`src/rtl/assert_macros.svh`:
```
// Assertion macros used by the top-level RTL file.
`ifndef ASSERT_MACROS_SVH
`define ASSERT_MACROS_SVH

// Same-cycle implication, checked outside reset.
`define ASSERT_IMPL(label, clk, rst_n, ante, cons) \
    label: assert property (@(posedge clk) disable iff (!(rst_n)) (ante) |-> (cons)) \
        else $error("assertion failed: ante |-> cons");

// Next-cycle implication, checked outside reset.
`define ASSERT_NEXT(label, clk, rst_n, ante, cons) \
    label: assert property (@(posedge clk) disable iff (!(rst_n)) (ante) |=> (cons)) \
        else $error("assertion failed: ante |=> cons");

`endif

```
`src/rtl/ircf_pkg.sv`:
```
// Types, constants and code tables of the climate frame encoder.
`timescale 1ns / 1ps
`default_nettype none
package ircf_pkg;

    localparam int FRAME_LEN  = 18;
    localparam int TICK_W     = 15;
    localparam int IDX_W      = 5;                 // result index 0..19
    localparam int BYTE_IDX_W = 5;                 // frame byte 0..17
    localparam logic [IDX_W-1:0] SYM_LAST = 5'd19; // trailer position
    localparam logic [TICK_W-1:0] TICK_MAX = 15'h7FFF;

    localparam logic [7:0] FRAME_TEMPLATE [FRAME_LEN] = '{
        8'h23, 8'hCB, 8'h26, 8'h01, 8'h00, 8'h20, 8'h08, 8'h06, 8'h30,
        8'h45, 8'h67, 8'h00, 8'h00, 8'h00, 8'h00, 8'h00, 8'h00, 8'h1F
    };

    // Patched byte positions
    localparam logic [BYTE_IDX_W-1:0] POS_POWER = 5'd5;
    localparam logic [BYTE_IDX_W-1:0] POS_MODE  = 5'd6;
    localparam logic [BYTE_IDX_W-1:0] POS_TEMP  = 5'd7;
    localparam logic [BYTE_IDX_W-1:0] POS_FAN   = 5'd9;
    localparam logic [BYTE_IDX_W-1:0] POS_CHK   = 5'd17;

    // Sum of the template bytes that are never patched (0..16 less 5,6,7,9)
    localparam logic [7:0] CHK_BASE = 8'(
        FRAME_TEMPLATE[0] + FRAME_TEMPLATE[1] + FRAME_TEMPLATE[2] +
        FRAME_TEMPLATE[3] + FRAME_TEMPLATE[4] + FRAME_TEMPLATE[8] +
        FRAME_TEMPLATE[10] + FRAME_TEMPLATE[11] + FRAME_TEMPLATE[12] +
        FRAME_TEMPLATE[13] + FRAME_TEMPLATE[14] + FRAME_TEMPLATE[15] +
        FRAME_TEMPLATE[16]);

    localparam logic signed [7:0] TEMP_MIN = 8'sd16;
    localparam logic signed [7:0] TEMP_MAX = 8'sd31;

    typedef enum logic [1:0] {
        KIND_HEADER  = 2'd0,
        KIND_DATA    = 2'd1,
        KIND_TRAILER = 2'd2
    } t_sym_kind;

    typedef enum logic [2:0] {
        REG_HEADER_MARK   = 3'd0,
        REG_HEADER_SPACE  = 3'd1,
        REG_BIT_MARK      = 3'd2,
        REG_ONE_SPACE     = 3'd3,
        REG_ZERO_SPACE    = 3'd4,
        REG_TRAILER_MARK  = 3'd5,
        REG_TRAILER_SPACE = 3'd6
    } t_cfg_reg;

    localparam logic [3:0] COUNT_SINGLE = 4'd1;
    localparam logic [3:0] COUNT_BYTE   = 4'd8;

    // Command-dependent bytes of one frame
    typedef struct packed {
        logic [7:0] power;
        logic [7:0] mode;
        logic [7:0] temp;
        logic [7:0] fan_vane;
        logic [7:0] chk;
    } t_frame_var;

    // Mark plus space, saturated
    function automatic logic [TICK_W-1:0] sat_period(input logic [TICK_W-1:0] mark,
                                                      input logic [TICK_W-1:0] space);
        logic [TICK_W:0] s;
        s = {1'b0, mark} + {1'b0, space};
        return s[TICK_W] ? TICK_MAX : s[TICK_W-1:0];
    endfunction

endpackage
`default_nettype wire

```
`src/rtl/ircf_frame_builder.sv`:
```
// Patches one command into the frame template and forms the checksum.
`timescale 1ns / 1ps
`default_nettype none
module ircf_frame_builder
    import ircf_pkg::*;
(
    input  wire logic              i_power_off,
    input  wire logic [1:0]        i_mode,
    input  wire logic signed [7:0] i_temperature,
    input  wire logic [2:0]        i_fan_speed,
    input  wire logic [2:0]        i_vane_position,
    output t_frame_var             o_var
);

    logic [7:0] power_b, mode_b, temp_b, fan_b, vane_b, fv_b;

    always_comb begin
        power_b = i_power_off ? 8'h00 : 8'h20;

        unique case (i_mode)
            2'd0: mode_b = 8'h08;
            2'd1: mode_b = 8'h18;
            2'd2: mode_b = 8'h10;
            2'd3: mode_b = 8'h20;
            default: mode_b = 8'h08;
        endcase

        // clamp to 16..31, stored minus 16
        if (i_temperature > TEMP_MAX) begin
            temp_b = 8'h0F;
        end else if (i_temperature < TEMP_MIN) begin
            temp_b = 8'h00;
        end else begin
            temp_b = {4'h0, i_temperature[3:0]};
        end

        unique case (i_fan_speed)
            3'd0: fan_b = 8'h01;
            3'd1: fan_b = 8'h02;
            3'd2: fan_b = 8'h03;
            3'd3: fan_b = 8'h04;
            3'd4: fan_b = 8'h04;
            3'd5: fan_b = 8'h80;
            3'd6: fan_b = 8'h05;
            3'd7: fan_b = FRAME_TEMPLATE[POS_FAN];
            default: fan_b = FRAME_TEMPLATE[POS_FAN];
        endcase

        unique case (i_vane_position)
            3'd0: vane_b = 8'h40;
            3'd1: vane_b = 8'h48;
            3'd2: vane_b = 8'h50;
            3'd3: vane_b = 8'h58;
            3'd4: vane_b = 8'h60;
            3'd5: vane_b = 8'h68;
            3'd6: vane_b = 8'h78;
            3'd7: vane_b = 8'h00;
            default: vane_b = 8'h00;
        endcase

        fv_b = fan_b | vane_b;

        o_var.power    = power_b;
        o_var.mode     = mode_b;
        o_var.temp     = temp_b;
        o_var.fan_vane = fv_b;
        o_var.chk      = CHK_BASE + power_b + mode_b + temp_b + fv_b;
    end

endmodule
`default_nettype wire

```
`src/rtl/ir_climate_frame_encoder.sv`:
```
// Top level of the climate frame encoder: command in, 20 pulse-distance results out.
// A command transfer sets the busy flag; the header result is then registered for m_axis.
// One result per cycle unless m_axis_tready stalls; the result counter walks the frame.
// A new command is taken in the cycle its predecessor's trailer enters the output register.
// Reset (synchronous, active low) clears control state and loads the timing defaults.
`timescale 1ns / 1ps
`default_nettype none
`include "assert_macros.svh"
module ir_climate_frame_encoder
    import ircf_pkg::*;
(
    input  wire logic          i_clk,
    input  wire logic          i_rst_n,
    // configuration write channel
    input  wire logic          i_cfg_valid,
    output logic               o_cfg_ready,
    input  wire logic [2:0]    i_cfg_index,
    input  wire logic [14:0]   i_cfg_data,
    // command stream
    input  wire logic          s_axis_tvalid,
    output logic               s_axis_tready,
    // [0] power_off, [2:1] mode, [10:3] temperature, [13:11] fan_speed,
    // [16:14] vane_position, [23:17] zero
    input  wire logic [23:0]   s_axis_tdata,
    // result stream
    output logic               m_axis_tvalid,
    input  wire logic          m_axis_tready,
    // [3:0] symbol_count, [18:4] mark_length, [33:19] period_0, [48:34] period_1,
    // [63:49] period_2, [78:64] period_3, [93:79] period_4, [108:94] period_5,
    // [123:109] period_6, [138:124] period_7, [143:139] zero
    output logic [143:0]       m_axis_tdata,
    // [1:0] symbol_kind
    output logic [1:0]         m_axis_tuser,
    output logic               m_axis_tlast         // last_result
);

    // ---------------- timing registers ----------------
    logic [TICK_W-1:0] r_header_mark, r_header_space, r_bit_mark, r_one_space;
    logic [TICK_W-1:0] r_zero_space, r_trailer_mark, r_trailer_space;

    assign o_cfg_ready = 1'b1;

    always_ff @(posedge i_clk) begin
        if (!i_rst_n) begin
            r_header_mark   <= 15'd3400;
            r_header_space  <= 15'd1750;
            r_bit_mark      <= 15'd450;
            r_one_space     <= 15'd1300;
            r_zero_space    <= 15'd420;
            r_trailer_mark  <= 15'd440;
            r_trailer_space <= 15'd17100;
        end else if (i_cfg_valid) begin
            // indices beyond the list are dropped
            unique case (t_cfg_reg'(i_cfg_index))
                REG_HEADER_MARK:   r_header_mark   <= i_cfg_data;
                REG_HEADER_SPACE:  r_header_space  <= i_cfg_data;
                REG_BIT_MARK:      r_bit_mark      <= i_cfg_data;
                REG_ONE_SPACE:     r_one_space     <= i_cfg_data;
                REG_ZERO_SPACE:    r_zero_space    <= i_cfg_data;
                REG_TRAILER_MARK:  r_trailer_mark  <= i_cfg_data;
                REG_TRAILER_SPACE: r_trailer_space <= i_cfg_data;
                default: ;
            endcase
        end
    end

    // ---------------- frame build at command transfer ----------------
    t_frame_var cmd_var;

    ircf_frame_builder u_builder (
        .i_power_off     (s_axis_tdata[0]),
        .i_mode          (s_axis_tdata[2:1]),
        .i_temperature   (s_axis_tdata[10:3]),
        .i_fan_speed     (s_axis_tdata[13:11]),
        .i_vane_position (s_axis_tdata[16:14]),
        .o_var           (cmd_var)
    );

    logic             r_busy, n_busy;
    logic [IDX_W-1:0] r_idx, n_idx;
    t_frame_var       r_var;

    // output register
    logic              r_out_valid, n_out_valid;
    t_sym_kind         r_kind, n_kind;
    logic [3:0]        r_count, n_count;
    logic [TICK_W-1:0] r_mark, n_mark;
    logic [TICK_W-1:0] r_period [8];
    logic [TICK_W-1:0] n_period [8];
    logic              r_last, n_last;

    logic                  emit, in_xfer;
    logic [BYTE_IDX_W-1:0] byte_idx;
    logic [7:0]            cur_byte;
    logic [TICK_W-1:0]     one_p, zero_p, hdr_p, trl_p;

    // the output register can take a result when empty or being drained
    assign emit          = r_busy && (!r_out_valid || m_axis_tready);
    assign s_axis_tready = !r_busy || (emit && (r_idx == SYM_LAST));
    assign in_xfer       = s_axis_tvalid && s_axis_tready;

    assign one_p  = sat_period(r_bit_mark, r_one_space);
    assign zero_p = sat_period(r_bit_mark, r_zero_space);
    assign hdr_p  = sat_period(r_header_mark, r_header_space);
    assign trl_p  = sat_period(r_trailer_mark, r_trailer_space);

    // data results sit at indices 1..18, frame bytes 0..17
    assign byte_idx = r_idx - 5'd1;

    always_comb begin
        unique case (byte_idx)
            POS_POWER: cur_byte = r_var.power;
            POS_MODE:  cur_byte = r_var.mode;
            POS_TEMP:  cur_byte = r_var.temp;
            POS_FAN:   cur_byte = r_var.fan_vane;
            POS_CHK:   cur_byte = r_var.chk;
            default: begin
                if (byte_idx < POS_CHK) begin
                    cur_byte = FRAME_TEMPLATE[byte_idx];
                end else begin
                    cur_byte = 8'h00;
                end
            end
        endcase
    end

    always_comb begin
        n_busy      = r_busy;
        n_idx       = r_idx;
        n_out_valid = r_out_valid && !m_axis_tready;
        n_kind      = r_kind;
        n_count     = r_count;
        n_mark      = r_mark;
        n_period    = r_period;
        n_last      = r_last;

        if (emit) begin
            n_out_valid = 1'b1;
            for (int k = 0; k < 8; k++) begin
                n_period[k] = '0;
            end
            if (r_idx == '0) begin
                n_kind      = KIND_HEADER;
                n_count     = COUNT_SINGLE;
                n_mark      = r_header_mark;
                n_period[0] = hdr_p;
                n_last      = 1'b0;
            end else if (r_idx == SYM_LAST) begin
                n_kind      = KIND_TRAILER;
                n_count     = COUNT_SINGLE;
                n_mark      = r_trailer_mark;
                n_period[0] = trl_p;
                n_last      = 1'b1;
            end else begin
                n_kind  = KIND_DATA;
                n_count = COUNT_BYTE;
                n_mark  = r_bit_mark;
                n_last  = 1'b0;
                for (int k = 0; k < 8; k++) begin
                    n_period[k] = cur_byte[k] ? one_p : zero_p;
                end
            end
            if (r_idx == SYM_LAST) begin
                n_idx  = '0;
                n_busy = 1'b0;
            end else begin
                n_idx = r_idx + 5'd1;
            end
        end

        if (in_xfer) begin
            n_busy = 1'b1;
        end
    end

    always_ff @(posedge i_clk) begin
        if (!i_rst_n) begin
            r_busy      <= 1'b0;
            r_idx       <= '0;
            r_out_valid <= 1'b0;
        end else begin
            r_busy      <= n_busy;
            r_idx       <= n_idx;
            r_out_valid <= n_out_valid;
        end
    end

    always_ff @(posedge i_clk) begin
        r_kind   <= n_kind;
        r_count  <= n_count;
        r_mark   <= n_mark;
        r_period <= n_period;
        r_last   <= n_last;
        if (in_xfer) begin
            r_var <= cmd_var;
        end
    end

    assign m_axis_tvalid = r_out_valid;
    assign m_axis_tuser  = r_kind;
    assign m_axis_tlast  = r_last;
    assign m_axis_tdata  = {5'd0, r_period[7], r_period[6], r_period[5], r_period[4],
                            r_period[3], r_period[2], r_period[1], r_period[0],
                            r_mark, r_count};

    // ---------------- assertions ----------------
    `ASSERT_IMPL(a_idle_idx_zero, i_clk, i_rst_n, !r_busy, r_idx == '0)
    `ASSERT_IMPL(a_idx_range, i_clk, i_rst_n, 1'b1, r_idx <= SYM_LAST)
    `ASSERT_NEXT(a_xfer_busy, i_clk, i_rst_n, in_xfer, r_busy)
    `ASSERT_IMPL(a_last_is_trailer, i_clk, i_rst_n, m_axis_tvalid && m_axis_tlast,
                 m_axis_tuser == KIND_TRAILER)

endmodule
`default_nettype wire

```
`config.mk`:
```
export PLATFORM = sky130hd
export DESIGN_NAME = ir_climate_frame_encoder
export DESIGN_NICKNAME = d
export VERILOG_FILES = /design/src/rtl/ircf_pkg.sv /design/src/rtl/ircf_frame_builder.sv /design/src/rtl/ir_climate_frame_encoder.sv
export VERILOG_INCLUDE_DIRS = /design/src /design/src/rtl
export SDC_FILE = /design/constraint.sdc
export NUM_CORES = 1
export LEC_CHECK = 0
export BUFFER_PORTS_ARGS = -buffer_cell sky130_fd_sc_hd__buf_2
export CORE_ASPECT_RATIO = 1.5
export CORE_MARGIN = 2
export CORE_UTILIZATION = 40
export CTS_CLUSTER_SIZE = 25
export DETAILED_ROUTE_END_ITERATION = 16
export GPL_ROUTABILITY_DRIVEN = 0
export PLACE_DENSITY_LB_ADDON = 0.05
export SYNTH_ARGS = -nofsm -noshare
export SYNTH_HDL_FRONTEND = slang
export SYNTH_SLANG_ARGS = --single-unit
```
`constraint.sdc`:
```
create_clock -name i_clk -period 5.05 [get_ports i_clk]
set_input_delay 0.2525 -clock i_clk [delete_from_list [all_inputs] [get_ports i_clk]]
set_output_delay 0.2525 -clock i_clk [all_outputs]
set_load 0.05 [all_outputs]
```
==> metrics.txt <==
register area share after synthesis=45.5%; DRC viols=0; Post-Syn Area=15600 µm²; fill count=3774; pwr dens=325 nW/µm²; latest clock arrival within the worst-skew pair=0.58 ns; EDFF count, synth=162; pre-CTS setup slack=1.36 ns; critical path endpoint category=register; die height=246 µm; Sink Count=274; vias in the first global route=11900; Die Wd=165 µm; Synth warnings=0; pin count of the biggest net entering global routing=91; total power=5.79 mW; measured slew at the worst slew-check pin=1.21 ns; antenna violations before repair=1; synthesized flop and latch total=274; Max Root-Sink Buffers=3; share of the synthesized area in the top cell type=31.1%; Tot GR Track Use=23.0%; critical path class=register to register; minimum clock period=3.72 ns; final setup violating endpoints=0; CTS tree=yes; Critical Path RT=5.31 ns; clock transition at the registers of the reported paths=0.06 ns; WL/cell=20.5 µm; global route total overflow=0; Root Buffer Master=clkbuf_16; Vias/cell=5.45; top_reg_cell synth=edfxtp_1; fin nets=1931; RSZ-0062 raised after global routing=false; WHS=0.0340 ns; Post-Syn Instances=1645; layout cell share with drive strength beyond 1=16.7%; worst flop-to-flop path startpoint=r_bit_mark[0]$_SDFFE_PN0P_; Final ANT Viol Nets=0; cell taking the most area after synthesis=edfxtp_1; 1st-iter DRT viols=974; Core Area=38500 µm²; Critical Path Source=r_bit_mark[0]$_SDFFE_PN0P_; Commonest cells post-synth=nand2_1 (287), edfxtp_1 (162), nor2_1 (161), dfxtp_1 (112), ha_1 (88); DP HPWL=34500 µm; Max Slew Vio Count=0; Tcrit/Tclk final=73.7%; worst rel slew slack=18.8%; post-CTS sizing=0; Hold Crit Class=primary input to register; synth top area cells=edfxtp_1 (31%), dfxtp_1 (14%), ha_1 (7.0%); Vias=12600; first-pass iteration count of the detailed router=6; setup bufs post-CTS=0; I/O pin count=197; Starting Density=40.6%; H-tree levels=1; final wirelength=47300 µm; num rows=88; most common cell in the netlist=nand2_1; Startpoint Class=register; n_diodes=0; endpoints failing hold=0; P_leak=7.06 nW; final setup skew=0.0234 ns; DIE AREA=40700 µm²; maxcap violations=0; Post-Syn Area per Cell=9.50 µm²; hold buffers post-CTS=3; Setup WS post-layout=1.33 ns; PortBufs=181; setup tns final=0 ns; outcome=finished, final reports clean; Syn-to-layout area delta=14.0%; fmax=0.269 GHz; Max IR drop VDD=0.243 mV; hold path start=s_axis_tdata[10]; worst-path maximum fanout=7; Worst EP arrival=3.98 ns; CTS Buf Count=28; Post-synth ARST share=0%; post-synth cell types=86; first-pass GRT wire length=71000 µm
final timing paths:
check / end / slack, ns / depth (start not counted)
hold / removal: r_var[17]$_DFFE_PP_ / 0.03 / 2
setup / recovery: m_axis_tdata[63]$_SDFFCE_PP0P_ / 1.33 / 11
setup reg to reg: m_axis_tdata[63]$_SDFFCE_PP0P_ / 1.33 / 11
hold reg to reg: r_header_space[13]$_SDFFE_PN0P_ / 0.47 / 2
cell usage in the layout, fill, tap and decap left out, types with 16 or more instances in the layout:
cell       synthesis  routed
clkbuf_16          0      29
a21oi_1           58      58
mux2i_1           25      25
o21ai_0           58      57
o211ai_1          17      17
xor2_1            17      17
a211oi_1          72      72
a211oi_2          19      19
inv_1             47      45
a21boi_0          73      73
nor2b_1           18      18
buf_4             20      21
nand3_1           61      61
nand2_1          287     287
nor2_1           161     161
nand2b_1          18      18
ha_1              88      88
a21o_1            24      24
edfxtp_1         162     162
buf_2             17     181
dfxtp_1          112     112
a22oi_1           16      16
xnor2_1           28      28
cell type report:
class,count,area [µm²],share of cell area [%]
inverters,48,186,1.05
well taps,495,619,3.47
multi-input cells,1231,7890,44.3
flip-flops and latches,274,7110,39.9
clock buffers,34,754,4.23
repair buffers,206,1110,6.25
clock inverters,18,156,0.877
layer usage:
metal	up-vias	GRT usage [%]	routed length [µm]	part of all wire (%)
met1	5956	29.3	20000	42
met2	360	40.9	23700	50
li1	6171	-	-	-
met5	-	0	13	0.027
met3	75	2.32	2170	4.6
met4	2	7.23	1430	3.0
state kept, by name, summed over array words and instances, names as in the netlist:
name / count
r_busy: 1
m_axis_tuser: 2
m_axis_tdata: 120
r_count: 1
r_idx: 5
r_bit_mark: 15
r_mark: 15
r_trailer_space: 15
r_zero_space: 15
m_axis_tvalid: 1
r_trailer_mark: 15
r_header_space: 15
r_one_space: 15
r_header_mark: 15
r_var: 24
where the power goes:
part / switching [mW] / total [mW] / internal, mW
logic: 0.814 / 1.12 / 0.308
clock network: 0.919 / 2.09 / 1.17
registers: 0.0581 / 2.58 / 2.52
total: 1.79 / 5.79 / 4.00
critical path, stage by stage (launching register included):
cell	delay, ns
dfxtp_1	0.50
ha_1	0.25
inv_1	0.07
fa_1	0.39
nor2b_1	0.16
o31a_1	0.24
o31ai_2	0.13
a21oi_1	0.28
o21ai_0	0.21
a211o_1	0.31
a21oi_1	0.70
a211oi_1	0.17
metrics by stage:
step / util [%] / cell area, µm² / instances
finish: 46.3 / 17800 / 2306
CTS: 46.3 / 17800 / 2306
detailed placement: 43.8 / 16900 / 2251
global placement: 43.8 / 16900 / 2251
floorplan: - / 15700 / 1651
global route: 46.3 / 17800 / 2306
cells by family (layout without fill, tap and decap cells):
group | count (synthesis) | after routing | share of synthesized area (%)
mux | 32 | 32 | 2.12
buf+inv | 146 | 306 | 4.31
compound gates | 422 | 422 | 19.8
xor+xnor | 47 | 47 | 2.73
fa+ha+maj | 95 | 95 | 7.94
simple gates | 627 | 627 | 17.6
flops | 274 | 274 | 45.5
other cells | 2 | 8 | 0.0480
(Power assumes the default switching activity.)
